===== src/rtl/ffaa_pkg.sv =====
// ----------------------------------------------------------------------------
// ffaa_pkg
// Shared types and constants of the first-fit arena allocator: arena and table
// sizes, status codes, request/response words and the table entry layout.
// ----------------------------------------------------------------------------
package ffaa_pkg;

   localparam int ARENA_BYTES = 4096;
   localparam int MAX_BLOCKS  = 64;

   localparam int OFF_W  = 12;                        // offset field width
   localparam int SIZE_W = 13;                        // size field width
   localparam int IDX_W  = $clog2(MAX_BLOCKS);        // table address width
   localparam int CNT_W  = $clog2(MAX_BLOCKS + 1);    // holds 0..MAX_BLOCKS
   localparam int PEND_W = SIZE_W + 1;                // running end of blocks
   localparam int NEED_W = PEND_W + 1;                // end plus request size

   localparam logic KIND_ALLOC = 1'b0;
   localparam logic KIND_FREE  = 1'b1;

   localparam logic [1:0] ST_OK        = 2'd0;
   localparam logic [1:0] ST_NO_GAP    = 2'd1;
   localparam logic [1:0] ST_FULL      = 2'd2;
   localparam logic [1:0] ST_NOT_FOUND = 2'd3;

   typedef struct packed {
      logic              kind;
      logic [SIZE_W-1:0] request_size;
      logic [OFF_W-1:0]  free_offset;
   } req_type;

   typedef struct packed {
      logic [1:0]       status;
      logic [OFF_W-1:0] block_offset;
   } rsp_type;

   typedef struct packed {
      logic [OFF_W-1:0]  start;
      logic [SIZE_W-1:0] length;
   } entry_type;

   localparam int ENTRY_W = $bits(entry_type);

endpackage


===== src/rtl/ffaa_ram.sv =====
// ----------------------------------------------------------------------------
// ffaa_ram
// Generic simple dual-port RAM: one write port, one read port with
// registered read data.
// ----------------------------------------------------------------------------
module ffaa_ram #(
   parameter int WIDTH = 8,
   parameter int DEPTH = 16
) (
   input  logic                     clock,
   input  logic                     wr_en,
   input  logic [$clog2(DEPTH)-1:0] wr_addr,
   input  logic [WIDTH-1:0]         wr_data,
   input  logic                     rd_en,
   input  logic [$clog2(DEPTH)-1:0] rd_addr,
   output logic [WIDTH-1:0]         rd_data
);

   logic [WIDTH-1:0] mem_ff [DEPTH];

   always_ff @(posedge clock) begin
      if (wr_en) begin
         mem_ff[wr_addr] <= wr_data;
      end
      if (rd_en) begin
         rd_data <= mem_ff[rd_addr];
      end
   end

endmodule


===== src/rtl/first_fit_arena_allocator.sv =====
// ----------------------------------------------------------------------------
// first_fit_arena_allocator
// First-fit allocator over one arena, tracking allocated blocks in a table
// sorted by start offset, with a small sequencer walking the table RAM.
// ----------------------------------------------------------------------------
// Rejects decided at accept (bad size, full table) are answered in the cycle
//   after the accepted word; other words walk the table RAM entry by entry,
//   with a read state and a check or write state for each entry.
// Throughput: one word at a time; busy stays high until the response strobe,
//   which lasts one cycle and cannot be held off.
// Reset: synchronous; clears sequencer, block count and response strobe.
module first_fit_arena_allocator
   import ffaa_pkg::*;
(
   input  logic    clock,
   input  logic    reset,
   input  logic    start,
   output logic    busy,
   input  req_type req_data,
   output logic    rsp_valid,
   output rsp_type rsp_data
);

   // sequencer codes
   localparam logic [3:0] S_IDLE     = 4'd0;
   localparam logic [3:0] S_SCAN_RD  = 4'd1;  // fetch next entry or test tail
   localparam logic [3:0] S_SCAN_CHK = 4'd2;  // test gap in front of entry
   localparam logic [3:0] S_INS_RD   = 4'd3;  // fetch entry to move up
   localparam logic [3:0] S_INS_WR   = 4'd4;  // write it one slot higher
   localparam logic [3:0] S_FREE_RD  = 4'd5;  // fetch entry to match
   localparam logic [3:0] S_FREE_CHK = 4'd6;  // compare start with offset
   localparam logic [3:0] S_DEL_RD   = 4'd7;  // fetch entry to move down
   localparam logic [3:0] S_DEL_WR   = 4'd8;  // write it one slot lower

   logic [3:0]        state_ff,    state_in;
   logic [CNT_W-1:0]  idx_ff,      idx_in;
   logic [CNT_W-1:0]  slot_ff,     slot_in;
   logic [CNT_W-1:0]  count_ff,    count_in;
   logic [PEND_W-1:0] prev_end_ff, prev_end_in;
   logic [SIZE_W-1:0] size_ff,     size_in;
   logic [OFF_W-1:0]  offset_ff,   offset_in;
   rsp_type           rsp_ff,      rsp_in;
   logic              rsp_valid_ff, rsp_valid_in;

   // table RAM ports
   logic             wr_en;
   logic [IDX_W-1:0] wr_addr;
   entry_type        wr_data;
   logic             rd_en;
   logic [IDX_W-1:0] rd_addr;
   entry_type        rd_data;
   logic [ENTRY_W-1:0] rd_bits;

   // shared arithmetic on the fetched entry
   logic [NEED_W-1:0] need;      // running end plus requested size
   logic [PEND_W-1:0] entry_end; // end of fetched block
   logic [CNT_W-1:0]  idx_inc;
   logic [CNT_W-1:0]  idx_dec;

   ffaa_ram #(
      .WIDTH (ENTRY_W),
      .DEPTH (MAX_BLOCKS)
   ) u_table (
      .clock   (clock),
      .wr_en   (wr_en),
      .wr_addr (wr_addr),
      .wr_data (wr_data),
      .rd_en   (rd_en),
      .rd_addr (rd_addr),
      .rd_data (rd_bits)
   );

   assign rd_data   = entry_type'(rd_bits);
   assign need      = NEED_W'(prev_end_ff) + NEED_W'(size_ff);
   assign entry_end = PEND_W'(rd_data.start) + PEND_W'(rd_data.length);
   assign idx_inc   = idx_ff + CNT_W'(1);
   assign idx_dec   = idx_ff - CNT_W'(1);

   always_comb begin
      state_in     = state_ff;
      idx_in       = idx_ff;
      slot_in      = slot_ff;
      count_in     = count_ff;
      prev_end_in  = prev_end_ff;
      size_in      = size_ff;
      offset_in    = offset_ff;
      rsp_in       = rsp_ff;
      rsp_valid_in = 1'b0;
      wr_en        = 1'b0;
      wr_addr      = idx_ff[IDX_W-1:0];
      wr_data      = rd_data;
      rd_en        = 1'b0;
      rd_addr      = idx_ff[IDX_W-1:0];

      case (state_ff)
         S_IDLE: begin
            if (start) begin
               size_in     = req_data.request_size;
               offset_in   = req_data.free_offset;
               prev_end_in = '0;
               idx_in      = '0;
               rsp_in.block_offset = '0;
               if (req_data.kind == KIND_FREE) begin
                  state_in = S_FREE_RD;
               end else if (req_data.request_size == '0 ||
                            NEED_W'(req_data.request_size) > NEED_W'(ARENA_BYTES)) begin
                  rsp_in.status = ST_NO_GAP;
                  rsp_valid_in  = 1'b1;
               end else if (count_ff == CNT_W'(MAX_BLOCKS)) begin
                  rsp_in.status = ST_FULL;
                  rsp_valid_in  = 1'b1;
               end else begin
                  state_in = S_SCAN_RD;
               end
            end
         end

         S_SCAN_RD: begin
            if (idx_ff == count_ff) begin
               // past the last block: try the tail of the arena
               if (need <= NEED_W'(ARENA_BYTES)) begin
                  slot_in  = count_ff;
                  idx_in   = count_ff;
                  state_in = S_INS_RD;
               end else begin
                  rsp_in.status = ST_NO_GAP;
                  rsp_valid_in  = 1'b1;
                  state_in      = S_IDLE;
               end
            end else begin
               rd_en    = 1'b1;
               state_in = S_SCAN_CHK;
            end
         end

         S_SCAN_CHK: begin
            if (NEED_W'(rd_data.start) >= need) begin
               // gap in front of this entry fits; open the slot here
               slot_in  = idx_ff;
               idx_in   = count_ff;
               state_in = S_INS_RD;
            end else begin
               if (entry_end > prev_end_ff) begin
                  prev_end_in = entry_end;
               end
               idx_in   = idx_inc;
               state_in = S_SCAN_RD;
            end
         end

         S_INS_RD: begin
            if (idx_ff == slot_ff) begin
               // slot is open: drop the new block in and answer
               wr_en                = 1'b1;
               wr_data.start        = prev_end_ff[OFF_W-1:0];
               wr_data.length       = size_ff;
               count_in             = count_ff + CNT_W'(1);
               rsp_in.status        = ST_OK;
               rsp_in.block_offset  = prev_end_ff[OFF_W-1:0];
               rsp_valid_in         = 1'b1;
               state_in             = S_IDLE;
            end else begin
               rd_en    = 1'b1;
               rd_addr  = idx_dec[IDX_W-1:0];
               state_in = S_INS_WR;
            end
         end

         S_INS_WR: begin
            wr_en    = 1'b1;
            idx_in   = idx_dec;
            state_in = S_INS_RD;
         end

         S_FREE_RD: begin
            if (idx_ff == count_ff) begin
               rsp_in.status = ST_NOT_FOUND;
               rsp_valid_in  = 1'b1;
               state_in      = S_IDLE;
            end else begin
               rd_en    = 1'b1;
               state_in = S_FREE_CHK;
            end
         end

         S_FREE_CHK: begin
            if (rd_data.start == offset_ff) begin
               state_in = S_DEL_RD;
            end else begin
               idx_in   = idx_inc;
               state_in = S_FREE_RD;
            end
         end

         S_DEL_RD: begin
            if (idx_inc >= count_ff) begin
               // everything above has moved down: shrink and answer
               count_in      = count_ff - CNT_W'(1);
               rsp_in.status = ST_OK;
               rsp_valid_in  = 1'b1;
               state_in      = S_IDLE;
            end else begin
               rd_en    = 1'b1;
               rd_addr  = idx_inc[IDX_W-1:0];
               state_in = S_DEL_WR;
            end
         end

         S_DEL_WR: begin
            wr_en    = 1'b1;
            idx_in   = idx_inc;
            state_in = S_DEL_RD;
         end

         default: begin
            state_in = S_IDLE;
         end
      endcase
   end

   always_ff @(posedge clock) begin
      if (reset) begin
         state_ff     <= S_IDLE;
         count_ff     <= '0;
         rsp_valid_ff <= 1'b0;
      end else begin
         state_ff     <= state_in;
         count_ff     <= count_in;
         rsp_valid_ff <= rsp_valid_in;
      end
   end

   // payload registers, no reset
   always_ff @(posedge clock) begin
      idx_ff      <= idx_in;
      slot_ff     <= slot_in;
      prev_end_ff <= prev_end_in;
      size_ff     <= size_in;
      offset_ff   <= offset_in;
      rsp_ff      <= rsp_in;
   end

   assign busy      = (state_ff != S_IDLE);
   assign rsp_valid = rsp_valid_ff;
   assign rsp_data  = rsp_ff;

endmodule


===== config.mk =====
export PLATFORM = sky130hd
export DESIGN_NAME = first_fit_arena_allocator
export DESIGN_NICKNAME = d
export VERILOG_FILES = /design/src/rtl/ffaa_pkg.sv /design/src/rtl/ffaa_ram.sv /design/src/rtl/first_fit_arena_allocator.sv
export SDC_FILE = /design/constraint.sdc
export NUM_CORES = 2
export LEC_CHECK = 0
export BUFFER_PORTS_ARGS = -buffer_cell sky130_fd_sc_hd__buf_4
export CAP_MARGIN = 10
export CORE_ASPECT_RATIO = 1.2
export CORE_MARGIN = 2
export CORE_UTILIZATION = 50
export CTS_CLUSTER_SIZE = 30
export DETAILED_ROUTE_END_ITERATION = 8
export GPL_ROUTABILITY_DRIVEN = 1
export PLACE_DENSITY = 0.77
export SLEW_MARGIN = 40
export SYNTH_ARGS = -nofsm -noshare
export SYNTH_HDL_FRONTEND = slang
export SYNTH_SLANG_ARGS = --single-unit

===== constraint.sdc =====
create_clock -name clock -period 6.2 [get_ports clock]
set_input_delay 0.93 -clock clock [delete_from_list [all_inputs] [get_ports clock]]
set_output_delay 0.93 -clock clock [all_outputs]
set_load 0.03 [all_outputs]

# After elaboration in Yosys (flattened, before gate mapping)
# Memory sizes are Yosys's and may differ from the RTL's. A register that Yosys moved wholly into a read port is not among the register bits.
# Index checks and enable logic that the tools add are counted.
# W data, S select, Z words.
[classes] n_mux=60 n_addsub=6 n_lt_le_gt_ge=5 n_reduce_logical=20 eq_ne=27
[ops] op="$mux W14" n=5
[ops] op="$mux W7" n=8
[ops] op="$mux W25" n=2
[ops] op="$pmux W7 S6" n=1
[ops] op="$pmux W4 S9" n=1
[ops] op="$pmux W14 S2" n=1
[ops] op="$pmux W7 S2" n=2
[ops] op="$ne A2 B2 Y1 const B" n=12
[ops] op="$pmux W12 S2" n=1
[ops] op="$mux W2" n=11
[ops] op="$mux W4" n=5
[ops] op="$eq A4 B3 Y1 const B" n=4
[ops] op="$add A14 B13 Y15" n=1
[ops] op="$ge A12 B15 Y1" n=1
[ops] op="$le A15 B13 Y1 const B" n=1
[ops] op="$add A12 B13 Y14" n=1
[ops] op="$add A7 B1 Y7 const B" n=2
[ops] op="$eq A7 B7 Y1" n=2
[ops] op="$gt A14 B14 Y1" n=1
[ops] op="$mux W1" n=14
[ops] op="$sub A7 B1 Y7 const B" n=2
[ops] op="$gt A13 B13 Y1 const B" n=1
[ops] op="$logic_not A13 Y1" n=1
[ops] op="$eq A12 B12 Y1" n=1
[ops] op="other kinds (25)" n=37
[word_totals] wordCells=129 n_memories=1 ramBits=1600 ff_bits=79 in_bits=29 output_inout_bits=16
[memory_table] memory="u_table.mem_ff" words=64 word_bits=25 rd=1 rd_clocked_by_memory_dff=1 write_ports=1 line="ffaa_ram.sv:19" rtl="logic [WIDTH-1:0] mem_ff [DEPTH];"

# Longest topological paths before layout
[logic_depth] depth_word=6 ltp_mapped=22 depth_no_buf=21

# Cells and area by module
# From an unflattened synthesis, not the netlist that was laid out.
[hier_totals] hier_cells=3543 hier_area_um2=69133.8
[by_module_without_submodules] mod="ffaa_ram" seq_area_each_um2=48796.8 cells_each=2850 area_per_inst_um2=62747.7 n_inst=1
[by_module_without_submodules] mod="first_fit_arena_allocator" seq_area_each_um2=2252.2 cells_each=693 area_per_inst_um2=6386.1 n_inst=1

# Least setup slack after synthesis
# No wires, ideal clock.
[synth_timing] kind="register to register" from="reg idx_ff[3]" to="mem u_table.mem_ff[0][14] (netlist bit), data pin" path_slack_ns=1.324 t_arrival_ns=4.174 period_less_slack_ns=4.876 path_stages_with_launch=8 setup_time_ns=0.702 path_buffers=3 required_ns=5.498 cell_sequence="edfxtp_1 buf_4 xor2_1 nor4_4 nand3_1 clkbuf_1 clkbuf_1 o21ai_0"
[synth_between] elab_chain_cells=3
[synth_lines] item="from (decl)" line="first_fit_arena_allocator.sv:36" rtl="logic [CNT_W-1:0] idx_ff, idx_in;"
[synth_lines] item="from (signal assigned)" line="first_fit_arena_allocator.sv:235" rtl="idx_ff <= idx_in;"
[synth_lines] item="$eq A7 B7 Y1" line="first_fit_arena_allocator.sv:152" rtl="if (idx_ff == slot_ff) begin"
[synth_lines] item="$mux W25" line="first_fit_arena_allocator.sv:152"
[synth_lines] item="$mux W25" line="first_fit_arena_allocator.sv:95" rtl="case (state_ff)"
[synth_lines] item="named net u_table.wr_data[14]" line="ffaa_ram.sv:13" rtl="input logic [WIDTH-1:0] wr_data,"
[synth_lines] item="to (decl)" line="ffaa_ram.sv:19"
# The timed path passes the listed nets, and every way through them passes these cells.

# Worst setup path in the final report
[layout_timing] from="reg idx_ff[0]" to="reg u_table.rd_data[5] (read register of u_table.mem_ff), data pin"
[layout_between] elab_chain_cells=4 word_cells_on_any_way=12 cone_classes="add/sub (2); order compare (1); eq/ne (2); mux (7)"
[layout_lines] item="$add A7 B1 Y7" line="first_fit_arena_allocator.sv:76" rtl="assign idx_inc = idx_ff + CNT_W'(1);"
[layout_lines] item="$ge A7 B7 Y1" line="first_fit_arena_allocator.sv:196" rtl="if (idx_inc >= count_ff) begin"
[layout_lines] item="$mux W1 or $mux W6 (tied branches)" line="first_fit_arena_allocator.sv:196"
[layout_lines] item="$pmux W1 S3 or $pmux W6 S2 (tied branches)" line="first_fit_arena_allocator.sv:95"
[layout_lines] item="to (decl)" line="ffaa_ram.sv:16" rtl="output logic [WIDTH-1:0] rd_data"
# Parallel ways exist; a longest one is shown, timed or not.
# A chain may end at the register's enable or synchronous reset.

==> results.toml <==
[worst_setup_path]
cp.buffers_inverters = 3
path_max_fanout = 25
worstPathRequired_ns = 6.67
reg2reg_from = "idx_ff[0]$_DFFE_PP_"
crit_chain = "ha_1, nand3_1, xnor2_1, ha_1, a211oi_1, nor2_1, a211oi_4, a32oi_1, xnor2_2, or3_4, buf_4, buf_4, a21oi_1, o41ai_1, buf_4, nand4_1"
cp-start-kind = "flip-flop"
r2r_slack_ns = 0.50
cpPeakStageDelay_ns = 0.62
timing.rr.end = "u_table.rd_data[5]$_DFFE_PP_"
critPathTopFamily = "compound AO/OA/AOI/OAI gates"
crit_slowest_cell = "xnor2_2"
cpMostUsedCell = "buf_4"
cp.arrival_ns = 6.17
endpoint_kind = "flip-flop"
crit_type = "flip-flop to flip-flop"
ff2ff_path_depth = 16

[hold_path]
worstHoldPathType = "primary input to flip-flop"
hold_depth = 1
hold_end = "offset_ff[7]$_DFFE_PP_"
hp-start = "req_data[7]"

[detailed_routing]
routed_via_density = 6.253
routed_wl_mm = 179.7
num_vias = 39670
ant_nets = 0
drc_errors = 0
drt_first_iter_violations = 5282
drt-wirelength-per-cell_um = 28.32
drt_first_pass_iters = 6

[timing]
worst_slew_pin_slew_ns = 0.9146
fin_ws_ns = 0.4997
rsz0062_at_grt = "false"
hold_viol = 0
worst_slew_margin_rel_pct = 38.76
fin_tns_setup_ns = 0
maxSlewViolCount = 0
fmax_ghz = 0.1754
fin_skew_ns = 0.03524
period_needed_ns = 5.700
finalCritPeriodShare_pct = 91.94
setup_viol = 0

[global_route]
grt_pass1_vias = 39320
antenna_found_initial = 3
grt_max_degree = 107
gr-total-overflow = 0
grt_usage_pct = 25.24
grt_pass1_wl_mm = 259.7

[cts]
cts_hold_buffers = 0
clk_latency_ns = 0.80
cts_buffers = 157
cts_tree = "yes"
clockBufferDepth = 3
cts-root-buf = "clkbuf_16"
cts.repair.resized = 0
ctsHtreeMaxLevel = 4
clk_pin_slew_ns = 0.06
cts.sink_count = 1704
post_cts_buffers = 0

[power_and_ir_drop]
power_density_mw_per_mm2 = 442.4
leakagePower_nw = 26.37
vdd_ir_drop_max_v = 0.0002912

[finish]
regArea_sq_mm = 0.05105
nFillCells = 9962
drive_gt1_share_pct = 17.52
final_cell_count_no_fill = 6344
fin_area_sq_mm = 0.07821
syn_to_final_growth_pct = 12.80
finish.net_count = 4501
final_core_utilization_pct = 56.85
multi_input_area_sq_mm = 0.01747

[placed_design]
dp_hpwl_mm = 104.0
place_congestion = 0.9068
place_area_sq_mm = 0.07320
place_ws_ns = 0.6313
dp.cells = 6056
port_buffers = 44

[die]
core_area_sq_mm = 0.1376
start_util_pct = 50.40
die_area_sq_mm = 0.1417
die_h_um = 411.9
ios = 45
die_x_um = 344.0
core.rowCount = 149

[logic_synthesis]
synth_edf_count = 1692
syn_nets = 4322
ys_seq_elements = 1704
avgSynthCellArea_sq_um = 16.41
ys_seq_area_share_pct = 73.62
syn_area_sq_mm = 0.06934
async_flop_share_pct = 0
synth_warnings = 0
ys_types = 78
syn_inst = 4226
synth_flop_cell = "edfxtp_1"

[run_status]
outcome = "finished, final reports clean"

[run]
maxCapViolations = 0
==> worst max path at each step <==
stage | start | endpoint | slack [ns] | cells after the start
floorplan | idx_ff[3]$_DFFE_PP_ | u_table.mem_ff[0][14]$_DFFE_PP_ | 1.32 | 7
global placement | idx_ff[0]$_DFFE_PP_ | u_table.rd_data[20]$_DFFE_PP_ | 0.67 | 16
detailed placement | idx_ff[0]$_DFFE_PP_ | u_table.rd_data[20]$_DFFE_PP_ | 0.63 | 16
CTS | idx_ff[0]$_DFFE_PP_ | u_table.rd_data[5]$_DFFE_PP_ | 0.58 | 16
global route | idx_ff[0]$_DFFE_PP_ | u_table.rd_data[3]$_DFFE_PP_ | 0.29 | 16
finish | idx_ff[0]$_DFFE_PP_ | u_table.rd_data[5]$_DFFE_PP_ | 0.50 | 16
==> where the power goes <==
part,internal (mW),switching [mW]
Clock,5.18,4.21
Sequential,14.3,0.282
Combinational,3.66,7.02
==> synth_stat cells, drive strengths merged (5+ instances only) <==
cell,number,area (sq um)
a2111oi,5,43.79
a211o,28,245.2
a211oi,10,87.58
a21boi,6,48.80
a21o,16,120.1
a21oi,282,1426
a221oi,24,210.2
a31oi,5,31.28
and2,14,87.59
and3,13,81.33
buf,133,675.6
clkbuf,104,390.4
dfxtp,12,240.2
edfxtp,1692,50810
ha,64,800.8
inv,51,191.4
mux2,16,180.2
mux2i,293,2933
mux4,195,4392
nand2,563,2116
nand2b,11,68.82
nand3,15,75.07
nand3b,5,37.54
nand4,33,206.5
nor2,225,844.6
nor2b,9,56.30
nor3,33,165.2
nor4,35,234.0
o21a,13,97.59
o21ai,78,390.4
o22ai,48,300.3
o32ai,24,210.2
o41ai,47,411.6
or3,8,50.05
xnor2,33,307.8
xor2,26,227.7
==> layout make-up <==
cell class | count | share of cell area, %
multi-input combinational | 2234 | 22.33
inverter | 51 | 0.2448
clock buffer | 192 | 5.273
timing repair buffer | 257 | 2.934
clock inverter | 93 | 1.043
sequential | 1704 | 65.27
antenna | 1 | 0.003199
tap | 1812 | 2.899
==> logic make-up after synthesis <==
| group | Yosys count | share of synthesized area, % |
|---|---|---|
| AND/OR/NAND/NOR | 978 | 5.960 |
| multiplexers | 504 | 10.82 |
| flip-flops | 1704 | 73.62 |
| adder cells (fa/ha/maj) | 67 | 1.241 |
| XOR/XNOR | 59 | 0.7723 |
| AO/OA/AOI/OAI | 626 | 5.767 |
| buffers and inverters | 288 | 1.813 |
==> cells in the final DEF, fill, tap and decap left out, types with 33 or more instances in the layout <==
cell       count
nand2_1      557
a21oi_1      280
mux4_2       195
clkinv_1      40
o22ai_1       48
nor2_1       161
o21ai_0       64
inv_1         49
mux2i_1      293
clkbuf_16    160
edfxtp_1    1692
ha_1          64
nor2_2        64
nand4_1       33
o41ai_1       47
buf_4        230
==> layer usage <==
metal | part of all wire, % | track usage (%)
met3 | 10 | 4.632
met5 | 0.0078 | 0
met2 | 47 | 40.09
met1 | 35 | 31.65
met4 | 7.8 | 17.25
==> registers in the layout (all words and copies together), names as in the netlist <==
register and flops:
count_ff 7, idx_ff 7, offset_ff 12, prev_end_ff 14, rsp_data 14, rsp_valid 1
size_ff 13, slot_ff 7, state_ff 4, u_table.mem_ff 1600, u_table.rd_data 25
==> through the flow <==
stage          hold slack, ns  power (mW)
6_report               0.3170       34.60
4_1_cts                0.2788       34.49
5_1_grt                0.2896       35.70
3_3_place_gp           0.5650       24.90
2_1_floorplan          0.5285       21.37
3_5_place_dp           0.5817       25.21
Power figures use the tool's default switching activity.
